## src/sv/lph_pkg.sv

```systemverilog
`timescale 1ns / 1ps
// shared types and constants for the linear probe hash table
package lph_pkg;

    localparam int SLOTS_DEF      = 1024;
    localparam int KEY_BITS_DEF   = 32;
    localparam int VALUE_BITS_DEF = 32;
    localparam int CAP_W          = 11;
    localparam int OP_W           = 2;
    localparam int STATUS_W       = 2;

    localparam logic [OP_W-1:0] OP_CLEAR  = 2'd0;
    localparam logic [OP_W-1:0] OP_INSERT = 2'd1;
    localparam logic [OP_W-1:0] OP_LOOKUP = 2'd2;
    localparam logic [OP_W-1:0] OP_NOP    = 2'd3;

    localparam logic [STATUS_W-1:0] ST_OK        = 2'd0;
    localparam logic [STATUS_W-1:0] ST_DUPLICATE = 2'd1;
    localparam logic [STATUS_W-1:0] ST_FULL      = 2'd2;
    localparam logic [STATUS_W-1:0] ST_NOT_FOUND = 2'd3;

    typedef enum logic [2:0] {
        t_IDLE,
        t_MOD,
        t_READ,
        t_CHECK,
        t_CLEAR,
        t_DONE,
        t_INIT
    } t_state;

endpackage

```

## src/sv/lph_mod.sv

```systemverilog
`timescale 1ns / 1ps
// iterative restoring modulo, one quotient bit per cycle
module lph_mod #(
    parameter int KEY_BITS = lph_pkg::KEY_BITS_DEF,
    parameter int IDX_W    = 10
) (
    input  logic                i_clk,
    input  logic                i_rst_n,
    input  logic                i_start,
    input  logic [KEY_BITS-1:0] i_dividend,
    input  logic [IDX_W:0]      i_divisor,
    output logic                o_done,
    output logic [IDX_W-1:0]    o_remainder
);

    localparam int CNT_W = $clog2(KEY_BITS + 1);

    logic [KEY_BITS-1:0] r_num;
    logic [IDX_W+1:0]    r_rem;
    logic [IDX_W:0]      r_div;
    logic [CNT_W-1:0]    r_cnt;
    logic                r_busy;
    logic                r_done;
    logic [IDX_W+1:0]    w_shift;

    assign w_shift = {r_rem[IDX_W:0], r_num[KEY_BITS-1]};

    always_ff @(posedge i_clk) begin
        if (!i_rst_n) begin
            r_busy <= 1'b0;
            r_done <= 1'b0;
        end else begin
            r_done <= 1'b0;
            if (i_start) begin
                r_busy <= 1'b1;
                r_cnt  <= CNT_W'(KEY_BITS);
                r_num  <= i_dividend;
                r_rem  <= '0;
                r_div  <= i_divisor;
            end else if (r_busy) begin
                r_num <= {r_num[KEY_BITS-2:0], 1'b0};
                if (w_shift >= {1'b0, r_div}) begin
                    r_rem <= w_shift - {1'b0, r_div};
                end else begin
                    r_rem <= w_shift;
                end
                r_cnt <= r_cnt - 1'b1;
                if (r_cnt == CNT_W'(1)) begin
                    r_busy <= 1'b0;
                    r_done <= 1'b1;
                end
            end
        end
    end

    assign o_done      = r_done;
    assign o_remainder = r_rem[IDX_W-1:0];

    assert property (@(posedge i_clk) disable iff (!i_rst_n)
        o_done |-> (r_rem < {1'b0, r_div}))
        else $error("remainder not below divisor");
    assert property (@(posedge i_clk) disable iff (!i_rst_n)
        o_done |-> !r_busy)
        else $error("done while busy");
    assert property (@(posedge i_clk) disable iff (!i_rst_n)
        i_start |=> r_busy)
        else $error("start did not launch");

endmodule

```

## config.mk

```make
export PLATFORM = sky130hd
export DESIGN_NAME = lph_mod
export DESIGN_NICKNAME = d
export VERILOG_FILES = /design/src/sv/lph_pkg.sv /design/src/sv/lph_mod.sv
export SDC_FILE = /design/constraint.sdc
export NUM_CORES = 1
export LEC_CHECK = 0
export BUFFER_PORTS_ARGS = -buffer_cell sky130_fd_sc_hd__buf_2
export CORE_UTILIZATION = 60
export DETAILED_ROUTE_END_ITERATION = 6
export GPL_TIMING_DRIVEN = 0
export HOLD_SLACK_MARGIN = 0.1
export PLACE_DENSITY = 0.95
export SYNTH_ARGS = -nofsm -noshare
export SYNTH_HDL_FRONTEND = slang
export SYNTH_SLANG_ARGS = --single-unit
```

## constraint.sdc

```tcl
create_clock -name i_clk -period 5.01 [get_ports i_clk]
set_input_delay 0.501 -clock i_clk [delete_from_list [all_inputs] [get_ports i_clk]]
set_output_delay 0.501 -clock i_clk [all_outputs]
set_load 0.1 [all_outputs]
```

After elaboration in Yosys (flattened, before gate mapping)
Index checks and enable logic that the tools add are counted.

storage, ports and cells
  register bits = 62
  input bits = 46
  word-level logic and storage cells = 25

operators by class
  $add $sub $neg = 2
  $lt $le $gt $ge = 1
  eq/ne operators = 1
  muxes and demuxes = 9
  bitwise operators = 2
  reduce and logical (&&, ||, !) cells = 4

operator list
  operator                                                               count
  32-bit two-way mux                                                     2
  11-bit two-way mux                                                     2
  12-bit by 11-bit greater-or-equal comparator with 1-bit output         1
  11-bit subtractor                                                      1
  6-bit by 1-bit equality test with 1-bit output, second input constant  1
  6-bit two-way mux                                                      1
  6-bit by 1-bit subtractor with 6-bit output, second input constant     1
  1-bit two-way mux                                                      4
  2-bit AND reduction                                                    2
  3-bit OR reduction                                                     1
  1-bit inverter                                                         2
  2-bit nonzero test                                                     1

Depth between registers and ports, before layout
Gate-level depths: netlist of the first run.

  depth after elaboration = 4
  mapped depth = 10
  mapped depth without buffers = 9

Worst setup path before layout of the first run
OpenSTA, ideal clock, no wires.

  kind = reg2reg
  start = register r_num[31]
  end = register r_rem[5] (data pin)
  library setup time = 146 ps
  arrival time = 2244 ps
  slack = 2620 ps
  stages on the path, launching flop included = 11
  buffers on the path = 1
  period minus slack after synthesis = 2390 ps
  cell sequence = edfxtp_1 > inv_1 > ha_1 > fa_1 > nand2b_1 > a21oi_2 > o2111ai_2 > a21o_1 > buf_6 > or3b_1 > a21oi_1

between the ends
  word-level cells in the longest chain between the ends = 3
  elaborated cells on any way between the ends = 4
  those cells by class = add/sub (1); order compare (1); mux (2)

ends and longest elaborated chain
  what                                                                                                        line                          source
  start, declared                                                                                             lph_mod.sv:18                 logic [KEY_BITS-1:0] r_num;
  start signal, assigned                                                                                      lph_mod.sv:37                 r_num <= i_dividend;
  start signal, assigned                                                                                      lph_mod.sv:41                 r_num <= {r_num[KEY_BITS-2:0], 1'b0};
  11-bit subtractor / 12-bit by 11-bit greater-or-equal comparator with 1-bit output (equally long branches)  lph_mod.sv:43, lph_mod.sv:42
  11-bit two-way mux (*)                                                                                      lph_mod.sv:42                 if (w_shift >= {1'b0, r_div}) begin
  11-bit two-way mux (*)                                                                                      lph_mod.sv:40                 end else if (r_busy) begin
  end signal, assigned                                                                                        lph_mod.sv:43                 r_rem <= w_shift - {1'b0, r_div};
  end signal, assigned                                                                                        lph_mod.sv:45                 r_rem <= w_shift;
  end, declared                                                                                               lph_mod.sv:19                 logic [IDX_W+1:0] r_rem;

Mark *: on every way between the ends. The rest lies on a longest branch, timed or not. The select of a mux whose other input is x is not followed.
A chain may end at the register's enable or synchronous reset.

Final worst setup path of the first run
  start = register r_num[31]
  end = register r_rem[4] (data pin)

The elaborated chain is that of the path after synthesis.

==> run metrics, run 1 <==
most area-hungry cell type in the Yosys netlist=edfxtp_1; post-synth top area share=0.562; CTS Root Cell=clkbuf_8; Worst Hold Margin=0.323 ns; slew at the pin closest to its max-slew limit=0.626 ns; detailed router's first-iteration violation count=151; arrival time reported for the critical path endpoint=2.82 ns; pins over their slew limit=0; worst slew margin relative to its limit=0.583; CTS sink cnt=62; Worst setup EP type=register; number of buffers on the longest clock path=2; gp weighted congestion=0.870; clock tree from TritonCTS=built; First-pass DRT Iterations=5; cell-internal power=1.02 mW; maximum vdd drop=0.223 mV; Overall Global Routing Usage=0.229; global-route wire length before repair=9300 um; clock network power share=0.329; H-tree depth=3; Mapped Nets=311; shortest period the worst path allows=2.63 ns; die boundary height=75.1 um; Clk pin slew, worst setup/hold paths=0.07 ns; vias in the first global route=2160; number of buffer cells added on primary ports=55; setup repair after global routing missed its margin=no; Max Fanout on Critical Path=3; Total Nets Final=378; kind of path behind the tightest hold check=input port to register; Seq/Total Area, Yosys=0.574; detailed placer's ending HPWL=4180 um; Hold Violations, Final=0; top library cells by usage in the layout, fill and taps aside=edfxtp_1 (60), buf_2 (55), mux2_2 (31), nor2_1 (20); number of flops mapped to enable cells by yosys=60; Post-Synthesis Mean Instance Area=12.8 sq um; period utilisation layout=0.526; number of core rows=26; Netlist Area Pre-Place=0.00321 sq mm; layout cell share with drive strength beyond 1=0.381; post-CTS repair timing setup buffer count=0; sequential fraction of design power=0.444; Area Overhead vs Synth=18.4%; prevailing post-synth register cell=edfxtp_1; final setup violation count=0; source-to-sink clock delay at the later pin of the worst-skew pair=0.35 ns; number of vias per cell=5.60; number of vias after detailed routing=2201; maximum operating frequency=0.380 GHz; Maximum Capacitance Violations=0; count of yosys warnings during synthesis=0; most common cell after layout, fill and taps aside=edfxtp_1; pin count of the biggest net entering global routing=41; Final Routed Wirelength=5970 um; worst setup path category=register to register; drt drc=0; summed negative setup slack over all endpoints=0 ns; synth unique cells=46; initial antenna violation count=0; Die Width=75.1 um; biggest area contributors in the synthesized netlist=edfxtp_1 (56%), mux2_2 (11%), ha_1 (5.1%); FF+latch count, synth=62; power per unit of standard cell area=378 mW/mm^2; count of boundary I/O pins=57; die footprint=0.00564 sq mm; total congestion overflow after global routing=0; Pleak=1.55 nW; initial core utilization=0.624; relative contribution of combinational cells to total power=0.227; startpoint class of the critical path=register; Data required, critical path=5.20 ns; status=finished, final reports clean; fraction of synthesis flops using an asynchronous set or reset pin=0; ANT cells=0; synthesized instance count=251; total clock buffers created by CTS=9; Switching Power=0.413 mW; remaining antenna violation count=0; worst clock skew=0.0103 ns; # resized after CTS=0; average wire per standard cell=15.2 um; switching fraction of total power=0.288; number of hold buffers added after CTS=0; area of the core=0.00514 sq mm
## state kept, by name, indices dropped and copies added (netlist names)
| name | cells |
|---|---|
| r_busy | 1 |
| r_cnt | 6 |
| o_done | 1 |
| r_num | 32 |
| r_div | 11 |
| r_rem | 11 |
## stage by stage
stage	util	setup slack (ns)	power, mW	cell area [sq um]	instances
after floorplan	-	2.62	0.896	3210	251
after global placement	0.694	2.11	0.952	3570	376
after detailed placement	0.699	2.41	0.968	3590	377
after CTS	0.739	2.38	1.43	3800	393
after global routing	0.739	2.25	1.48	3800	393
final	0.739	2.38	1.43	3800	393
## layer usage
layer  vias to the layer above  GRT usage  share of wire
li1                       1058          -              -
met1                      1064      0.255           0.41
met2                        68      0.400           0.51
met3                        11     0.0616          0.057
met4                         0      0.124          0.018
met5                         -          0              0
## cell type report
| cell class | count | area, sq um |
|---|---|---|
| flip-flops and latches | 62 | 1840 |
| fillers | 356 | 1340 |
| multi-input cells | 157 | 1190 |
| repair buffers | 56 | 295 |
| clock buffers | 11 | 131 |
| plain buffers | 17 | 124 |
| well taps | 70 | 87.6 |
| clock inverters | 5 | 73.8 |
| inverters | 15 | 56.3 |
## critical path, stage by stage, from the launching register on
cell and delay (ns):
edfxtp_1 0.36, inv_1 0.05, ha_1 0.21, fa_1 0.39
nand2b_1 0.21, a21oi_2 0.18, o2111ai_2 0.19, a21o_1 0.23
or3_2 0.48, a21oi_1 0.20
## cells in the mapped netlist (2+ instances only)
cell,count
a21oi_1,15
o31a_1,2
dfxtp_1,2
mux2_2,31
buf_4,10
and3_1,3
ha_1,13
clkbuf_1,3
o21a_1,5
o31ai_1,2
nand3_1,2
nand3b_1,2
nand2_1,15
a21oi_2,2
xor2_1,2
o21ai_0,7
a21o_2,2
inv_1,15
and2_1,2
nor3_1,4
nor2_1,20
a211oi_1,3
buf_6,3
edfxtp_1,60
nor2b_1,3
xnor2_1,2
nand2b_1,2
## path summary, 6_finish.rpt
| path | startpoint | endpoint | slack, ns | cells after the start |
|---|---|---|---|---|
| hold reg to reg | r_busy$_SDFF_PN0_ | o_done$_SDFF_PP0_ | 0.47 | 2 |
| hold / removal | i_divisor[10] | r_div[10]$_DFFE_PP_ | 0.32 | 1 |
| setup / recovery | r_num[31]$_DFFE_PP_ | r_rem[4]$_SDFFCE_PP0P_ | 2.38 | 9 |
| setup reg to reg | r_num[31]$_DFFE_PP_ | r_rem[4]$_SDFFCE_PP0P_ | 2.38 | 9 |
## power groups by stage
stage	combinational, mW	clock (mW)	sequential [mW]
CTS	0.322	0.473	0.638
global placement	0.304	0	0.648
finish	0.325	0.472	0.637
floorplan	0.253	0	0.643
detailed placement	0.320	0	0.648
global route	0.352	0.490	0.641
## cell families after synthesis
| logic type | share of synthesized area |
|---|---|
| flip-flops | 0.574 |
| AND/OR/NAND/NOR | 0.0882 |
| AO/OA/AOI/OAI | 0.101 |
| adder cells (fa/ha/maj) | 0.0570 |
| buffers and inverters | 0.0562 |
| XOR/XNOR | 0.0109 |
| multiplexers | 0.112 |
(Power assumes the default switching activity.)
==> inputs of run 2 (changes only) <==
ABC_AREA = 1   (was default)
CORE_UTILIZATION = 51   (was 60)
PLACE_DENSITY = 0.87   (was 0.95)
clock period = 2.3 ns   (was 5.01 ns; I/O delays follow)
==> run metrics, run 2 <==
biggest area contributors in the synthesized netlist=edfxtp_1 (53%), nand2_1 (17%), ha_1 (4.8%); summed negative setup slack over all endpoints=0 ns (unchanged); cell area after layout=0.00408 sq mm (+7.5%); number of flops mapped to enable cells by yosys=60 (unchanged); Overall Global Routing Usage=0.210 (-0.0186); count of boundary I/O pins=57 (unchanged); Data required, critical path=2.40 ns (-2.80 ns); layout filler cell count=540 (+52%); post-layout utilization of the core=0.639 (-0.0995); Post-Layout Cell Count=546 (+39%); Max Fanout on Critical Path=10 (+7); Clk pin slew, worst setup/hold paths=0.07 ns (about the same); CTS Root Cell=clkbuf_8; startpoint class of the critical path=register; worst slew margin relative to its limit=0.664 (+0.0819); shortest period the worst path allows=2.15 ns (-0.487 ns); H-tree depth=3 (unchanged); First-pass DRT Iterations=4 (-1); Hold Violations, Final=0 (unchanged); synthesized instance count=385 (+53%); area of the core=0.00639 sq mm (+24%); CTS sink cnt=62 (unchanged); source-to-sink clock delay at the later pin of the worst-skew pair=0.34 ns (about the same); maximum vdd drop=0.454 mV (+100%); Maximum Capacitance Violations=0 (unchanged); Netlist Area Pre-Place=0.00339 sq mm (+5.6%); remaining antenna violation count=0 (unchanged); Mapped Nets=445 (+43%); count of yosys warnings during synthesis=0 (unchanged); die footprint=0.00697 sq mm (+24%); power per unit of standard cell area=792 mW/mm^2 (+110%); number of vias after detailed routing=2677 (+22%); gp weighted congestion=0.885 (+1.7%); most area-hungry cell type in the Yosys netlist=edfxtp_1; prevailing post-synth register cell=edfxtp_1; placement-stage cell area=0.00378 sq mm (+5.4%); initial core utilization=0.530 (-0.0937); pins over their slew limit=0 (unchanged); pre-CTS setup slack=0.0899 ns (-2.32 ns); total congestion overflow after global routing=0 (unchanged); initial antenna violation count=0 (unchanged); flip-flop count of the largest register, all copies and words added=32 (unchanged); kind of path behind the tightest hold check=input port to register; clock tree from TritonCTS=built; Worst Hold Margin=0.159 ns (-0.163 ns); number of buffer cells added on primary ports=56 (+1.8%); detailed router's first-iteration violation count=162 (+7.3%); detailed placer's ending HPWL=4760 um (+14%); Pleak=2.01 nW (+30%); number of buffers on the longest clock path=2 (unchanged); Cells after DPL=519 (+38%); final setup violation count=0 (unchanged); synth unique cells=30 (-35%); Post-Synthesis Mean Instance Area=8.79 sq um (-31%); maximum operating frequency=0.466 GHz (+23%); number of vias per cell=4.90 (-12%); total clock buffers created by CTS=9 (unchanged); drt drc=0 (unchanged); Total Nets Final=524 (+39%); average wire per standard cell=12.1 um (-20%); Area Overhead vs Synth=20.5%; register name with the most flops=r_num; worst clock skew=0.00766 ns (-0.00267 ns); status=finished, final reports clean; die boundary height=83.5 um (+11%); worst path setup slack after routing=0.152 ns (-2.22 ns); vias in the first global route=2602 (+20%); post-synth top area share=0.532 (-0.0297); worst setup path category=register to register; commonest cells in the netlist=nand2_1 (154), edfxtp_1 (60), inv_1 (36); Worst setup EP type=register; ANT cells=0 (unchanged); Final Routed Wirelength=6600 um (+11%); layout cell share with drive strength beyond 1=0.239 (-0.142); most used standard cell by instance count after synthesis=nand2_1; biggest regs=r_num x32, r_div x11, r_rem x11; Die Width=83.5 um (+11%); period utilisation layout=0.934 (+0.408); global-route wire length before repair=11400 um (+23%); slew at the pin closest to its max-slew limit=0.503 ns (-0.123 ns); most common cell after layout, fill and taps aside=nand2_1; pin count of the biggest net entering global routing=39 (-4.9%); Design Power=3.23 mW (+130%); FF+latch count, synth=62 (unchanged); top library cells by usage in the layout, fill and taps aside=nand2_1 (152), edfxtp_1 (60), buf_2 (56), inv_1 (36), nor2_1 (35); arrival time reported for the critical path endpoint=2.25 ns (-0.57 ns); fraction of synthesis flops using an asynchronous set or reset pin=0 (unchanged); number of core rows=29 (+12%); Seq/Total Area, Yosys=0.544 (-0.0304)
-- run 2: changes by cell type in the layout (fill, tap and decap cells not counted), moves of 5 or more --
| cell | delta |
|---|---|
| dlygate4sd3_1 | +11 |
| o21ai_2 | +8 |
| nand2_2 | +5 |
| o21ai_0 | -5 |
| nand2_1 | +137 |
| mux2_2 | -31 |
| nand3_1 | +11 |
| a21oi_1 | -8 |
| nor2_1 | +15 |
| inv_1 | +21 |
| inv_2 | +10 |
-- run 2: power by group --
part           switching (mW)  internal (mW)
Combinational           0.599          0.300
Clock                   0.414          0.487
Sequential             0.0547           1.38
-- run 2: worst paths after layout --
| check | from | to | slack (ns) | cells after the start |
|---|---|---|---|---|
| setup reg to reg | r_num[31]$_DFFE_PP_ | r_rem[2]$_SDFFCE_PP0P_ | 0.15 | 14 |
| hold reg to reg | r_busy$_SDFF_PN0_ | o_done$_SDFF_PP0_ | 0.49 | 2 |
| hold / removal | i_dividend[0] | r_num[0]$_SDFFCE_PN0P_ | 0.16 | 3 |
| setup / recovery | r_num[31]$_DFFE_PP_ | r_rem[2]$_SDFFCE_PP0P_ | 0.15 | 14 |
-- run 2: layout make-up --
type | instances | area (sq um) | area share
clock inverters | 6 | 52.6 | 0.0129
multi-input cells | 256 | 1250 | 0.306
flip-flops and latches | 62 | 1840 | 0.451
repair buffers | 68 | 410 | 0.101
clock buffers | 10 | 128 | 0.0313
well taps | 77 | 96.3 | 0.0236
plain buffers | 19 | 124 | 0.0303
inverters | 48 | 180 | 0.0441
-- run 2: timing repair --
item	4_1_cts	5_1_grt
hold buffers	11	0
setup buffers	0	0
hold endpoints to repair	11	0
setup endpoints to repair	0	5
resized for setup	0	2
-- run 2: cell families after synthesis --
family / count (synthesis) / synth area share
buffers and inverters: 67 / 0.0887
AOI/OAI and AO/OA: 20 / 0.0392
DFF: 62 / 0.544
adders and majority gates: 14 / 0.0540
and+or+nand+nor: 219 / 0.266
xor gates and xnor gates: 3 / 0.00776
-- run 2: routing by layer --
metal	GRT usage	part of all wire	vias to the layer above	wire length (um)
li1	-	-	1378	-
met1	0.260	0.43	1212	2840
met2	0.361	0.50	75	3330
met3	0.0524	0.048	12	317
met4	0.0740	0.017	0	109
met5	0	0	-	0
-- run 2: critical path: stages, from the launching register on --
cell,delay [ns]
edfxtp_1,0.36
inv_1,0.05
ha_1,0.22
fa_1,0.42
inv_1,0.09
nand2_1,0.06
nand2_2,0.10
nand2_4,0.06
nand2_2,0.06
nand2_2,0.06
nand3_4,0.11
buf_8,0.18
nand2_4,0.05
nand2_2,0.06
nor2_2,0.03
==> inputs of run 3 (changes only) <==
CTS_BUF_LIST = sky130_fd_sc_hd__clkbuf_8   (was default)
SLEW_MARGIN = 20   (was default)
==> run metrics, run 3 (synthesis results as in run 2) <==
total clock buffers created by CTS=9 (unchanged); area of the core=0.00639 sq mm (unchanged); total congestion overflow after global routing=0 (unchanged); number of vias after detailed routing=2702 (+0.93%); final setup violation count=0 (unchanged); clock tree from TritonCTS=built; Overall Global Routing Usage=0.213 (+0.00306); kind of path behind the tightest hold check=input port to register; number of buffer cells added on primary ports=56 (unchanged); number of buffers on the longest clock path=2 (unchanged); initial antenna violation count=0 (unchanged); cell depth of the worst min-delay path=3 (unchanged); startpoint class of the critical path=register; path depth of the worst reg2reg path=14 (unchanged); setup repair after global routing missed its margin=no; CTS Root Cell=clkbuf_8; post-layout utilization of the core=0.640 (+0.00137); layout cell share with drive strength beyond 1=0.243 (+0.00426); source-to-sink clock delay at the later pin of the worst-skew pair=0.34 ns (about the same); cell class contributing the biggest share of worst-path delay=adder cells; maximum vdd drop=0.546 mV (+20%); maximum operating frequency=0.462 GHz (-0.72%); worst slew margin relative to its limit=0.610 (-0.0544); Max Fanout on Critical Path=10 (unchanged); arrival time reported for the critical path endpoint=2.27 ns (+0.02 ns); H-tree depth=3 (unchanged); Die Width=83.5 um (unchanged); average wire per standard cell=12.3 um (+2.1%); gp weighted congestion=0.885 (unchanged); number of core rows=29 (unchanged); power per unit of standard cell area=799 mW/mm^2 (+0.86%); Clk pin slew, worst setup/hold paths=0.07 ns (about the same); First-pass DRT Iterations=4 (unchanged); Levels on crit path=14 (unchanged); worst clock skew=0.00614 ns (-0.00152 ns); Worst Hold Margin=0.154 ns (-0.00510 ns); number of vias per cell=4.95 (+0.93%); flip-flop count of the largest register, all copies and words added=32 (unchanged); CTS sink cnt=62 (unchanged); vias in the first global route=2660 (+2.2%); Final Routed Wirelength=6740 um (+2.1%); Worst setup EP type=register; Worst path max stage delay=0.42 ns (about the same); Total Nets Final=524 (unchanged); Maximum Capacitance Violations=0 (unchanged); worst setup path category=register to register; drt drc=0 (unchanged); shortest period the worst path allows=2.16 ns (+0.0156 ns); remaining antenna violation count=0 (unchanged); layout filler cell count=550 (+1.9%); detailed placer's ending HPWL=4870 um (+2.1%); die boundary height=83.5 um (unchanged); Pleak=2.01 nW (about the same); die footprint=0.00697 sq mm (unchanged); register name with the most flops=r_num; most common cell after layout, fill and taps aside=nand2_1; ANT cells=0 (unchanged); combined buffer and inverter count along the critical path=3 (unchanged); initial core utilization=0.530 (unchanged); pin count of the biggest net entering global routing=30 (-23%); status=finished, final reports clean; period utilisation layout=0.941 (+0.00679); Area Overhead vs Synth=20.8%; top library cells by usage in the layout, fill and taps aside=nand2_1 (152), edfxtp_1 (60), buf_2 (56), inv_1 (36), nor2_1 (35); most frequent cell on the critical path=nand2_2; sequence of cells on the critical path=inv_1, ha_1, fa_1, inv_1, nand2_1, nand2_2, nand2_4, nand2_2, nand2_2, nand3_4, buf_8, nand2_4, nand2_2, nor2_2; Hold Violations, Final=0 (unchanged); summed negative setup slack over all endpoints=0 ns (unchanged); slowest stage cell on the critical path=fa_1; detailed router's first-iteration violation count=127 (-22%); biggest regs=r_num x32, r_div x11, r_rem x11; pins over their slew limit=0 (unchanged); slew at the pin closest to its max-slew limit=0.583 ns (+0.0801 ns); global-route wire length before repair=11600 um (+1.9%); Data required, critical path=2.40 ns (about the same); count of boundary I/O pins=57 (unchanged)
==> run 3: changes by cell type in the layout (fill, tap and decap cells not counted) <==
cell	previous run	this run
clkinvlp_4	0	1
clkinv_4	0	1
clkinv_1	4	3
clkbuf_1	8	7
==> run 3: final timing paths <==
kind	end	from	slack, ns
worst max-delay path	r_rem[2]$_SDFFCE_PP0P_	r_num[31]$_DFFE_PP_	0.14
worst min-delay path	r_num[0]$_SDFFCE_PN0P_	i_dividend[0]	0.15
worst min register to register	o_done$_SDFF_PP0_	r_busy$_SDFF_PN0_	0.49
worst max register to register	r_rem[2]$_SDFFCE_PP0P_	r_num[31]$_DFFE_PP_	0.14
==> run 3: layer usage <==
metal | routed length (um) | global-route usage | share of wire | vias up
met5 | 0 | 0 | 0 | -
met4 | 149 | 0.0909 | 0.022 | 0
met3 | 359 | 0.0504 | 0.053 | 17
met2 | 3380 | 0.366 | 0.50 | 86
met1 | 2850 | 0.258 | 0.42 | 1224
li1 | - | - | - | 1375
==> run 3: where the power goes <==
part,total [mW],switching [mW],internal (mW)
registers,1.43,0.0552,1.38
clock network,0.936,0.444,0.492
logic,0.899,0.599,0.300
==> run 3: repair_timing <==
item                                   CTS  global route
setup buffers                            0             0
hold buffers                            11             0
gates resized for setup                  0             2
endpoints found under the hold margin   11             0
setup endpoints to repair                0             6
==> run 3: worst min-delay path: cells and delay by family <==
family,cells,cell delay [ns]
buf+inv,2,0.12
simple gates,1,0.04
==> run 3: area by class of cell <==
| type | instances | area (sq um) | area share |
|---|---|---|---|
| repair buffers | 68 | 410 | 0.100 |
| inverters | 48 | 180 | 0.0441 |
| multi-input cells | 256 | 1250 | 0.305 |
| plain buffers | 19 | 124 | 0.0303 |
| flip-flops and latches | 62 | 1840 | 0.450 |
| well taps | 77 | 96.3 | 0.0236 |
| clock buffers | 9 | 124 | 0.0303 |
| clock inverters | 7 | 65.1 | 0.0159 |
==> run 3: per-stage QoR <==
step	setup slack (ns)	power [mW]	std cells	cell area (sq um)
global placement	-0.0203	2.29	518	3760
CTS	0.0838	3.27	546	4080
finish	0.136	3.27	546	4090
detailed placement	0.0866	2.33	519	3780
global route	0.0122	3.44	546	4090
floorplan	0.277	2.14	385	3390
